File: src/hdl/eas_pkg.sv
// Shared types, character codes and the character classifier for the address scanner.
// No dependencies; imported by every module of the scanner.
`timescale 1ns / 1ps

package eas_pkg;

    localparam int MAX_LINE_DEFAULT = 4096;

    localparam logic [7:0] CH_AT      = 8'd64;
    localparam logic [7:0] CH_DOT     = 8'd46;
    localparam logic [7:0] CH_USCORE  = 8'd95;
    localparam logic [7:0] CH_MINUS   = 8'd45;
    localparam logic [7:0] CH_PLUS    = 8'd43;
    localparam logic [7:0] CH_UPPER_A = 8'd65;
    localparam logic [7:0] CH_UPPER_Z = 8'd90;
    localparam logic [7:0] CH_LOWER_A = 8'd97;
    localparam logic [7:0] CH_LOWER_Z = 8'd122;
    localparam logic [7:0] CH_DIGIT_0 = 8'd48;
    localparam logic [7:0] CH_DIGIT_9 = 8'd57;

    typedef struct packed {
        logic eol;
        logic is_at;
        logic is_dot;
        logic is_addr;
    } char_class_t;

    function automatic char_class_t classify(input logic [7:0] ch, input logic eol);
        char_class_t cls;
        cls.eol     = eol;
        cls.is_at   = (ch == CH_AT);
        cls.is_dot  = (ch == CH_DOT);
        cls.is_addr = ch inside {[CH_UPPER_A:CH_UPPER_Z], [CH_LOWER_A:CH_LOWER_Z],
                                 [CH_DIGIT_0:CH_DIGIT_9], CH_USCORE, CH_DOT,
                                 CH_MINUS, CH_PLUS};
        return cls;
    endfunction

endpackage

File: src/hdl/eas_in_stage.sv
// Input register of the address scanner: classifies each request and holds it.
// Depends on eas_pkg.
`timescale 1ns / 1ps

module eas_in_stage
    import eas_pkg::*;
(
    input  logic        clk,
    input  logic        rst_n,
    input  logic        in_valid,
    output logic        in_ready,
    input  logic [7:0]  ch,
    input  logic        is_line_end,
    input  logic        advance,
    output logic        item_valid,
    output char_class_t item_class
);

    logic        full_reg;
    logic        full_next;
    char_class_t class_reg;
    logic        load;

    assign in_ready   = !full_reg || advance;
    assign load       = in_valid && in_ready;
    assign item_valid = full_reg;
    assign item_class = class_reg;

    always_comb
    begin
        full_next = full_reg;
        if (load)
        begin
            full_next = 1'b1;
        end
        else if (advance)
        begin
            full_next = 1'b0;
        end
    end

    always_ff @(posedge clk or negedge rst_n)
    begin
        if (!rst_n)
        begin
            full_reg <= 1'b0;
        end
        else
        begin
            full_reg <= full_next;
        end
    end

    always_ff @(posedge clk)
    begin
        if (load)
        begin
            class_reg <= classify(ch, is_line_end);
        end
    end

endmodule

File: src/hdl/eas_scan.sv
// Scanner state and next-state logic: tracks left run, '@', dot and line position.
// Depends on eas_pkg.
`timescale 1ns / 1ps

module eas_scan
    import eas_pkg::*;
#(
    parameter int MAX_LINE = MAX_LINE_DEFAULT,
    parameter int POS_W    = $clog2(MAX_LINE),
    parameter int LEN_W    = POS_W + 1
)
(
    input  logic             clk,
    input  logic             rst_n,
    input  logic             advance,
    input  char_class_t      item_class,
    output logic             hit,
    output logic [POS_W-1:0] hit_start,
    output logic [LEN_W-1:0] hit_length
);

    localparam logic [LEN_W-1:0] POS_LIMIT = LEN_W'(MAX_LINE);
    localparam logic [LEN_W-1:0] DOT_GAP   = LEN_W'(2);

    logic             after_at_reg,   after_at_next;
    logic [LEN_W-1:0] line_pos_reg,   line_pos_next;
    logic             run_active_reg, run_active_next;
    logic [POS_W-1:0] run_begin_reg,  run_begin_next;
    logic [POS_W-1:0] at_index_reg,   at_index_next;
    logic             dot_ok_reg,     dot_ok_next;

    logic             saturated;
    logic [LEN_W-1:0] at_dist;

    assign saturated  = (line_pos_reg >= POS_LIMIT);
    assign at_dist    = line_pos_reg - {1'b0, at_index_reg};
    assign hit_start  = run_begin_reg;
    assign hit_length = line_pos_reg - {1'b0, run_begin_reg};

    always_comb
    begin
        after_at_next   = after_at_reg;
        line_pos_next   = line_pos_reg;
        run_active_next = run_active_reg;
        run_begin_next  = run_begin_reg;
        at_index_next   = at_index_reg;
        dot_ok_next     = dot_ok_reg;
        hit             = 1'b0;

        if (after_at_reg)
        begin
            if (!item_class.eol && item_class.is_addr)
            begin
                if (saturated)
                begin
                    run_active_next = 1'b0;
                end
                else if (item_class.is_dot && at_dist >= DOT_GAP)
                begin
                    dot_ok_next = 1'b1;
                end
            end
            else
            begin
                // terminator of the right part: report and consume it
                hit             = run_active_reg && dot_ok_reg;
                after_at_next   = 1'b0;
                run_active_next = 1'b0;
                dot_ok_next     = 1'b0;
            end
        end
        else if (!item_class.eol)
        begin
            if (item_class.is_at)
            begin
                if (saturated)
                begin
                    run_active_next = 1'b0;
                end
                after_at_next = 1'b1;
                at_index_next = saturated ? '0 : line_pos_reg[POS_W-1:0];
                dot_ok_next   = 1'b0;
            end
            else if (item_class.is_addr)
            begin
                if (saturated)
                begin
                    run_active_next = 1'b0;
                end
                else if (!run_active_reg)
                begin
                    run_active_next = 1'b1;
                    run_begin_next  = line_pos_reg[POS_W-1:0];
                end
            end
            else
            begin
                run_active_next = 1'b0;
            end
        end

        if (item_class.eol)
        begin
            after_at_next   = 1'b0;
            line_pos_next   = '0;
            run_active_next = 1'b0;
            run_begin_next  = '0;
            at_index_next   = '0;
            dot_ok_next     = 1'b0;
        end
        else if (!saturated)
        begin
            line_pos_next = line_pos_reg + LEN_W'(1);
        end
    end

    always_ff @(posedge clk or negedge rst_n)
    begin
        if (!rst_n)
        begin
            after_at_reg   <= 1'b0;
            line_pos_reg   <= '0;
            run_active_reg <= 1'b0;
            run_begin_reg  <= '0;
            at_index_reg   <= '0;
            dot_ok_reg     <= 1'b0;
        end
        else if (advance)
        begin
            after_at_reg   <= after_at_next;
            line_pos_reg   <= line_pos_next;
            run_active_reg <= run_active_next;
            run_begin_reg  <= run_begin_next;
            at_index_reg   <= at_index_next;
            dot_ok_reg     <= dot_ok_next;
        end
    end

endmodule

File: src/hdl/email_address_scanner_core.sv
// Address scanner: one byte per cycle in, start offset and length of each found address out.
// One request per clock sustained while no back-pressure holds it; a byte passes the input
// register, then the scan logic loads the result register from it.
// Back-pressure reaches the input only while the result register is full and not taken.
// Top level; depends on eas_pkg, eas_in_stage and eas_scan.
`timescale 1ns / 1ps

module email_address_scanner_core
    import eas_pkg::*;
#(
    parameter int MAX_LINE = MAX_LINE_DEFAULT,
    parameter int POS_W    = $clog2(MAX_LINE),
    parameter int LEN_W    = POS_W + 1
)
(
    input  logic             clk,
    input  logic             rst_n,
    input  logic             in_valid,
    output logic             in_ready,
    input  logic [7:0]       ch,
    input  logic             is_line_end,
    output logic             out_valid,
    input  logic             out_ready,
    output logic [POS_W-1:0] email_start,
    output logic [LEN_W-1:0] email_length
);

    logic             item_valid;
    char_class_t      item_class;
    logic             advance;
    logic             hit;
    logic [POS_W-1:0] hit_start;
    logic [LEN_W-1:0] hit_length;

    logic             out_valid_reg, out_valid_next;
    logic [POS_W-1:0] start_reg;
    logic [LEN_W-1:0] length_reg;

    // advance the held byte whenever the result slot is free or being drained
    assign advance = item_valid && (!out_valid_reg || out_ready);

    eas_in_stage u_in_stage (
        .clk        (clk),
        .rst_n      (rst_n),
        .in_valid   (in_valid),
        .in_ready   (in_ready),
        .ch         (ch),
        .is_line_end(is_line_end),
        .advance    (advance),
        .item_valid (item_valid),
        .item_class (item_class)
    );

    eas_scan #(
        .MAX_LINE(MAX_LINE),
        .POS_W   (POS_W),
        .LEN_W   (LEN_W)
    ) u_scan (
        .clk       (clk),
        .rst_n     (rst_n),
        .advance   (advance),
        .item_class(item_class),
        .hit       (hit),
        .hit_start (hit_start),
        .hit_length(hit_length)
    );

    always_comb
    begin
        out_valid_next = out_valid_reg;
        if (advance)
        begin
            out_valid_next = hit;
        end
        else if (out_ready)
        begin
            out_valid_next = 1'b0;
        end
    end

    always_ff @(posedge clk or negedge rst_n)
    begin
        if (!rst_n)
        begin
            out_valid_reg <= 1'b0;
        end
        else
        begin
            out_valid_reg <= out_valid_next;
        end
    end

    always_ff @(posedge clk)
    begin
        if (advance && hit)
        begin
            start_reg  <= hit_start;
            length_reg <= hit_length;
        end
    end

    assign out_valid    = out_valid_reg;
    assign email_start  = start_reg;
    assign email_length = length_reg;

    // a reported address has a left character, '@', and at least two right characters
    a_min_length: assert property (@(posedge clk) disable iff (!rst_n)
        out_valid |-> (email_length >= LEN_W'(4)))
        else $error("address shorter than four characters");

    a_within_line: assert property (@(posedge clk) disable iff (!rst_n)
        out_valid |-> (({1'b0, email_start} + email_length) <= (LEN_W + 1)'(MAX_LINE)))
        else $error("address reaches past the line limit");

    a_stall_cause: assert property (@(posedge clk) disable iff (!rst_n)
        !in_ready |-> (out_valid && !out_ready))
        else $error("input held off while the result slot is free");

    a_drain: assert property (@(posedge clk) disable iff (!rst_n)
        (out_valid && out_ready && !item_valid) |=> !out_valid)
        else $error("result repeated after it was taken");

endmodule
File: config.mk
export PLATFORM = sky130hd
export DESIGN_NAME = email_address_scanner_core
export DESIGN_NICKNAME = d
export VERILOG_FILES = /design/src/hdl/eas_pkg.sv /design/src/hdl/eas_in_stage.sv /design/src/hdl/eas_scan.sv /design/src/hdl/email_address_scanner_core.sv
export SDC_FILE = /design/constraint.sdc
export NUM_CORES = 1
export LEC_CHECK = 0
export BUFFER_PORTS_ARGS = -buffer_cell sky130_fd_sc_hd__buf_4
export CORE_MARGIN = 2
export CORE_UTILIZATION = 59
export CTS_CLUSTER_DIAMETER = 200
export DETAILED_ROUTE_END_ITERATION = 10
export GPL_TIMING_DRIVEN = 0
export PLACE_DENSITY_LB_ADDON = 0.2
export SLEW_MARGIN = 20
export SYNTH_ARGS = -nofsm -noshare
export SYNTH_HDL_FRONTEND = slang
export SYNTH_SLANG_ARGS = --single-unit
File: constraint.sdc
create_clock -name clk -period 4.2 [get_ports clk]
set_input_delay 0.42 -clock clk [delete_from_list [all_inputs] [get_ports clk]]
set_output_delay 0.42 -clock clk [all_outputs]
set_load 0.01 [all_outputs]
Word-level counts from Yosys, hierarchy flattened. Index checks and enable logic that the tools add are counted. W data, S select, Z words.

Add/sub/neg operators: 3. Order comparisons: 8. Equal/unequal tests: 11. Muxes and demuxes: 35. Reductions and logical operators: 24.

Operators by type and width (number): $mux W12 (10); $mux W13 (2); $sub A13 B12 Y13 (2); $eq A8 B6 Y1 const B (3); $mux W1 (23); $eq A8 B7 Y1 const B (2); $ge A8 B7 Y1 const B (2); $le A8 B7 Y1 const B (2); $add A13 B1 Y13 const B (1); $ge A13 B13 Y1 const B (1); $ge A13 B2 Y1 const B (1); $logic_and A1 B1 Y1 (9); $ge A8 B6 Y1 const B (1); $le A8 B6 Y1 const B (1); $ne A4 B4 Y1 const B (2); $reduce_bool A2 Y1 (4); $reduce_bool A7 Y1 (1); $ne A2 B2 Y1 const B (3); $reduce_and A6 Y1 (1); $reduce_and A4 Y1 (1); $logic_not A1 Y1 (3); $reduce_and A3 Y1 (1); $reduce_bool A3 Y1 (1); $logic_or A1 B1 Y1 (2); other kinds (2) (2).

Register bits: 71. Output and inout port bits: 27. Logic and storage cells: 95.

Logic depth before layout (Yosys ltp).
Depth after elaboration: 8. Gate-level depth with buffers: 9.

By module. A second synthesis with hierarchy kept.

Cells, all modules: 401. Area, all modules: 4033.9 um^2.

By module, submodules not included: eas_scan (instances 1, cells an instance 342, area each 2917.8 um^2, seq. area each 1001.0 um^2); email_address_scanner_core (instances 1, cells an instance 31, area each 819.5 um^2, seq. area each 775.7 um^2); eas_in_stage (instances 1, cells an instance 28, area each 296.5 um^2, seq. area each 145.1 um^2).

Worst setup path after synthesis. OpenSTA, ideal clock, no wires.

Path kind: input -> register. Start point: input out_ready. End point: register length_reg[0] (netlist: email_length[0]), enable pin. Data arrival time: 2601 ps. Slack: 1161 ps. Stages: 4. Path buffers: 1. Cell sequence: nand2b_1 -> nand2_1 -> clkbuf_1 -> nor3_1.

Longest elaborated chain between the ends: 3.

Ends and longest elaborated chain: from (decl) (line email_address_scanner_core.sv:23) `input logic out_ready,`; $logic_or A1 B1 Y1 (line email_address_scanner_core.sv:40) `assign advance = item_valid && (!out_valid_reg || out_ready);`; $logic_and A1 B1 Y1 (line email_address_scanner_core.sv:40); $logic_and A1 B1 Y1 (line email_address_scanner_core.sv:95) `if (advance && hit)`; to (signal assigned) (line email_address_scanner_core.sv:98) `length_reg <= hit_length;`; to (decl) (line email_address_scanner_core.sv:37) `logic [LEN_W-1:0] length_reg;`.

Every way passes these cells. A chain may end at the register's enable or synchronous reset.

Final worst setup path.
Start point: register u_scan.line_pos_reg[0]. End point: register length_reg[10] (netlist: email_length[10]), data pin.

Longest elaborated chain between the ends: 1.

Ends and longest elaborated chain: from (decl) (line eas_scan.sv:26) `logic [LEN_W-1:0] line_pos_reg, line_pos_next;`; from (signal assigned) (line eas_scan.sv:131) `line_pos_reg <= line_pos_next;`; $sub A13 B12 Y13 (line eas_scan.sv:38) `assign hit_length = line_pos_reg - {1'b0, run_begin_reg};`; net hit_length[10] (line email_address_scanner_core.sv:33) `logic [LEN_W-1:0] hit_length;`.

The timed path passes the listed nets, and every way through them passes these cells.

==> impl_summary.md <==
Power and ir drop
Dividing total power by cell area gives a power density of 347 nW/µm². Of the total power, combinational logic draws 0.156. The reported net switching power is about 0.00045 W. The net switching share of the total power is 0.272. The share of total power dissipated in sequential elements is 0.465. The worst voltage drop across the vdd grid is 0.205 mV. The final total power is ~0.0016 W. The static power due to leakage is ~2.1 nW. The internal power component is 0.00120 W. The portion of total power attributed to the clock network is 0.379.

Yosys
Yosys printed 0 warnings. The share of the Yosys chip area taken by registers is 0.469. The count of flip-flops with a built-in enable after synthesis is 29. Averaged over all synthesized cells, the footprint is approximately 10 µm².

The proportion of register bits with asynchronous set or reset after synthesis is 0.592. Of the total synthesized cell area, the portion taken by AND, OR, NAND and NOR gates is 0.156. In this run, distinct cell masters in the synthesized netlist total between 60 and 70. The biggest area contributor in the post-synthesis netlist is dfrtp_1. The summed instance area of the synthesized netlist is 4100 µm². Yosys attributes the largest share of cell area to dfrtp_1 (26%), edfxtp_1 (21%), ha_1 (7.6%). The number of nets handed over by synthesis was ~450. After synthesis, the most frequently instantiated cells are dfrtp_1 (42), inv_1 (36), edfxtp_1 (29). The portion of netlist area occupied by mux cells is 0. The post-synthesis register bit count is 71. In the synthesized netlist, the number of instances is about 410. The predominant post-synthesis flop cell is dfrtp_1. The share of synthesized area in the top cell type comes to 0.256. Of the total synthesized cell area, the portion taken by XOR and XNOR cells is 0.0278. The most frequently used cell type in the post-synthesis netlist is dfrtp_1.

The largest family of logic cells by synthesized area is compound AO/OA/AOI/OAI gates. The adder-cell share of the synthesized area is 0.0860. The fraction of the mapped netlist area in compound gates was 0.214.

CTS
The number of sinks handled by clock tree synthesis is 71. Buffers added to address setup during post-CTS repair amount to 0. The post-CTS clock slew at the launch and capture registers of the worst setup and hold paths is about 80 ps.

The H-tree was split into 3 levels. In this run, post-CTS repair resized a total of 0 instances. The maximum clock path buffer count is 2. TritonCTS built the clock tree. For the worst-skew pair, the clock arrives at the later sink with an insertion delay of 360 ps.

The clock tree root buffer cell is clkbuf_8. The number of hold buffers added after cts is 0. The number of buffers inserted during clock tree synthesis is 9.

Worst setup path
For the worst setup path, the data arrival time is ~3100 ps. STA classifies the critical path startpoint as a flip-flop. The count of cells along the worst register-to-register path is 9. The type of element capturing the critical path is a flip-flop.

The critical path class is flip-flop to flip-flop. The largest fanout on the critical path is 7. The setup slack on the worst flop-to-flop path is 1180 ps. The data required time of the critical path is 4310 ps. The endpoint of the worst-slack reg-to-reg timing path is email_length[10]$_DFFE_PP_. The startpoint of the worst-slack reg-to-reg timing path is u_scan.line_pos_reg[0]$_DFFE_PN0P_.

Die
The floorplan step defined a die boundary enclosing about 7600 µm². The row count is 30. 40 I/O pins were placed. The initial utilization of the core area, before any placement, comes to 0.607. The core region area is 6760 µm².

From left edge to right edge, the die measures ~87 µm. The height of the die is around 87 µm.

Place
OpenSTA, run right after detailed placement, puts the worst setup slack at roughly 1300 ps. The weighted congestion at the end of routability-driven global placement is roughly 0.83. The half-perimeter wire length after placement is approximately 6500 µm. The count of buffers added on input and output ports is 39. The post-placement cell count is between 500 and 600.

Route
In the routed layout, each cell is associated on average with a via count of just over 6. The per-cell routed wire length is approximately 17 µm. Once detail routing completed, the nets flagged for antenna violations numbered 0. In the routed design, unresolved DRC markers number 0. The detailed router finished its first iteration with approximately 220 violations. The via count is 3295. The first detailed-routing pass took 4 iterations. Summed over all layers, the routed wires come to about 9000 µm.

Timing
The max-slew violation count is 0. Headroom to the max-slew limit came out at 0.550. The clock period minus worst slack is 3020 ps. The setup skew after layout is ~6.5 ps.

The achievable frequency is about 0.33 GHz. After routing, the total negative slack on setup checks comes to 0 ps. Setup repair after global routing left no endpoint under its margin. Dividing the final minimum period by the clock period gives 0.720. The setup violation total in the final timing report is 0. Setup slack closes at ~1200 ps.

The count of endpoints failing hold in the final timing report came to 0. At the pin with the least slew margin, the transition time is ~670 ps.

Global route
In the global route stage, overall resource usage came out at 0.253. The pin count of the biggest net entering global routing is 43. The initial antenna violation count is 0. The number of global-route vias before repair came to approximately 3200.

The first global-routing pass estimated 14900 µm of wire. The remaining global-route overflow is 0.

Finish
The final non-filler cell total is approximately 540. The net total in the final layout is slightly below 500. Of the cells placed in the final design, the portion with a size suffix greater than 1 is 0.141. The growth of design area from synthesis to finish is 15.6%. The repair_antennas step left the layout with diodes totalling 0.

The register area is approximately 1900 µm². The area occupied by multi-input gates is just under 2000 µm². After filler insertion, the fill cell instance count of the layout stands at 540.

Worst hold path
In this run the worst hold path is classified as input port to async pin.

Run status
The run finished with clean final reports.

Job
The tool flagged a number of max-cap violations equal to 0.
==> worst max-delay path by stage <==
stage                                       startpoint                    endpoint  slack, ps  depth (start not counted)
floorplan                                    out_ready   email_length[0]$_DFFE_PP_       1160                          4
global placement                             out_ready    email_start[4]$_DFFE_PP_        110                          5
detailed placement  u_scan.line_pos_reg[0]$_DFFE_PN0P_  email_length[10]$_DFFE_PP_       1270                          9
CTS                 u_scan.line_pos_reg[0]$_DFFE_PN0P_  email_length[10]$_DFFE_PP_       1230                          9
global route        u_scan.line_pos_reg[0]$_DFFE_PN0P_  email_length[10]$_DFFE_PP_       1000                          9
finish              u_scan.line_pos_reg[0]$_DFFE_PN0P_  email_length[10]$_DFFE_PP_       1180                          9
==> worst max-delay path, cell delays in order, from the launching register on <==
cell and delay, ps:
dfrtp_1 460, inv_1 100, ha_1 210, fa_1 400, nand2b_1 170, a21boi_0 240
o31ai_1 150, a211oi_1 590, nor4_1 110, a311o_1 350
==> metal layers <==
layer  wire [µm]  track usage  vias to the layer above
met5           0            0                        -
met4         170        0.112                        0
met3         446       0.0559                       14
met2        4200        0.388                       90
met1        4160        0.345                     1590
li1            -            -                     1601
==> through the flow <==
stage / hold WS [ps] / instance area, µm² / util
floorplan: 124 / 4100 / -
global placement: 443 / 4490 / 0.665
detailed placement: 444 / 4510 / 0.668
CTS: 50.8 / 4740 / 0.702
global route: 78.4 / 4740 / 0.702
finish: 45.9 / 4740 / 0.702
==> power by group through the flow <==
| stage | Combinational, W | Sequential [W] | Clock (W) |
|---|---|---|---|
| 5_1_grt | 0.000283 | 0.000766 | 0.000656 |
| 3_3_place_gp | 0.000244 | 0.000776 | 0 |
| 2_1_floorplan | 0.000183 | 0.000772 | 0 |
| 4_1_cts | 0.000253 | 0.000763 | 0.000634 |
| 3_5_place_dp | 0.000251 | 0.000778 | 0 |
| 6_report | 0.000256 | 0.000764 | 0.000623 |
==> cell families after synthesis <==
kind of cell    Yosys count
buf+inv                  52
simple gates            119
xor+xnor                 13
compound gates          123
fa+ha+maj                27
flops                    71
==> area by class of cell <==
type	instances	area share
clock inverters	7	0.0219
clock buffers	9	0.0261
repair buffers	41	0.0649
plain buffers	16	0.0129
well taps	80	0.0211
inverters	36	0.0285
flip-flops and latches	71	0.405
multi-input cells	282	0.419
==> placed cells by master (no fill, tap or decap), types with 6 or more instances in the layout <==
master / synthesis / routed
clkbuf_1: 14 / 14
clkbuf_8: 0 / 9
nand3_1: 13 / 13
a21oi_1: 24 / 24
nand2_1: 18 / 18
edfxtp_1: 29 / 29
o21ai_0: 21 / 21
dfrtp_1: 42 / 42
o31ai_1: 9 / 9
a22o_1: 26 / 26
nor2b_1: 11 / 11
inv_1: 36 / 36
nor2_1: 27 / 27
nand2b_1: 10 / 10
a21o_1: 6 / 6
xor2_1: 8 / 8
buf_4: 0 / 41
ha_1: 25 / 25
nor3_1: 9 / 8
Note: power is estimated with default switching activity, not from simulation.
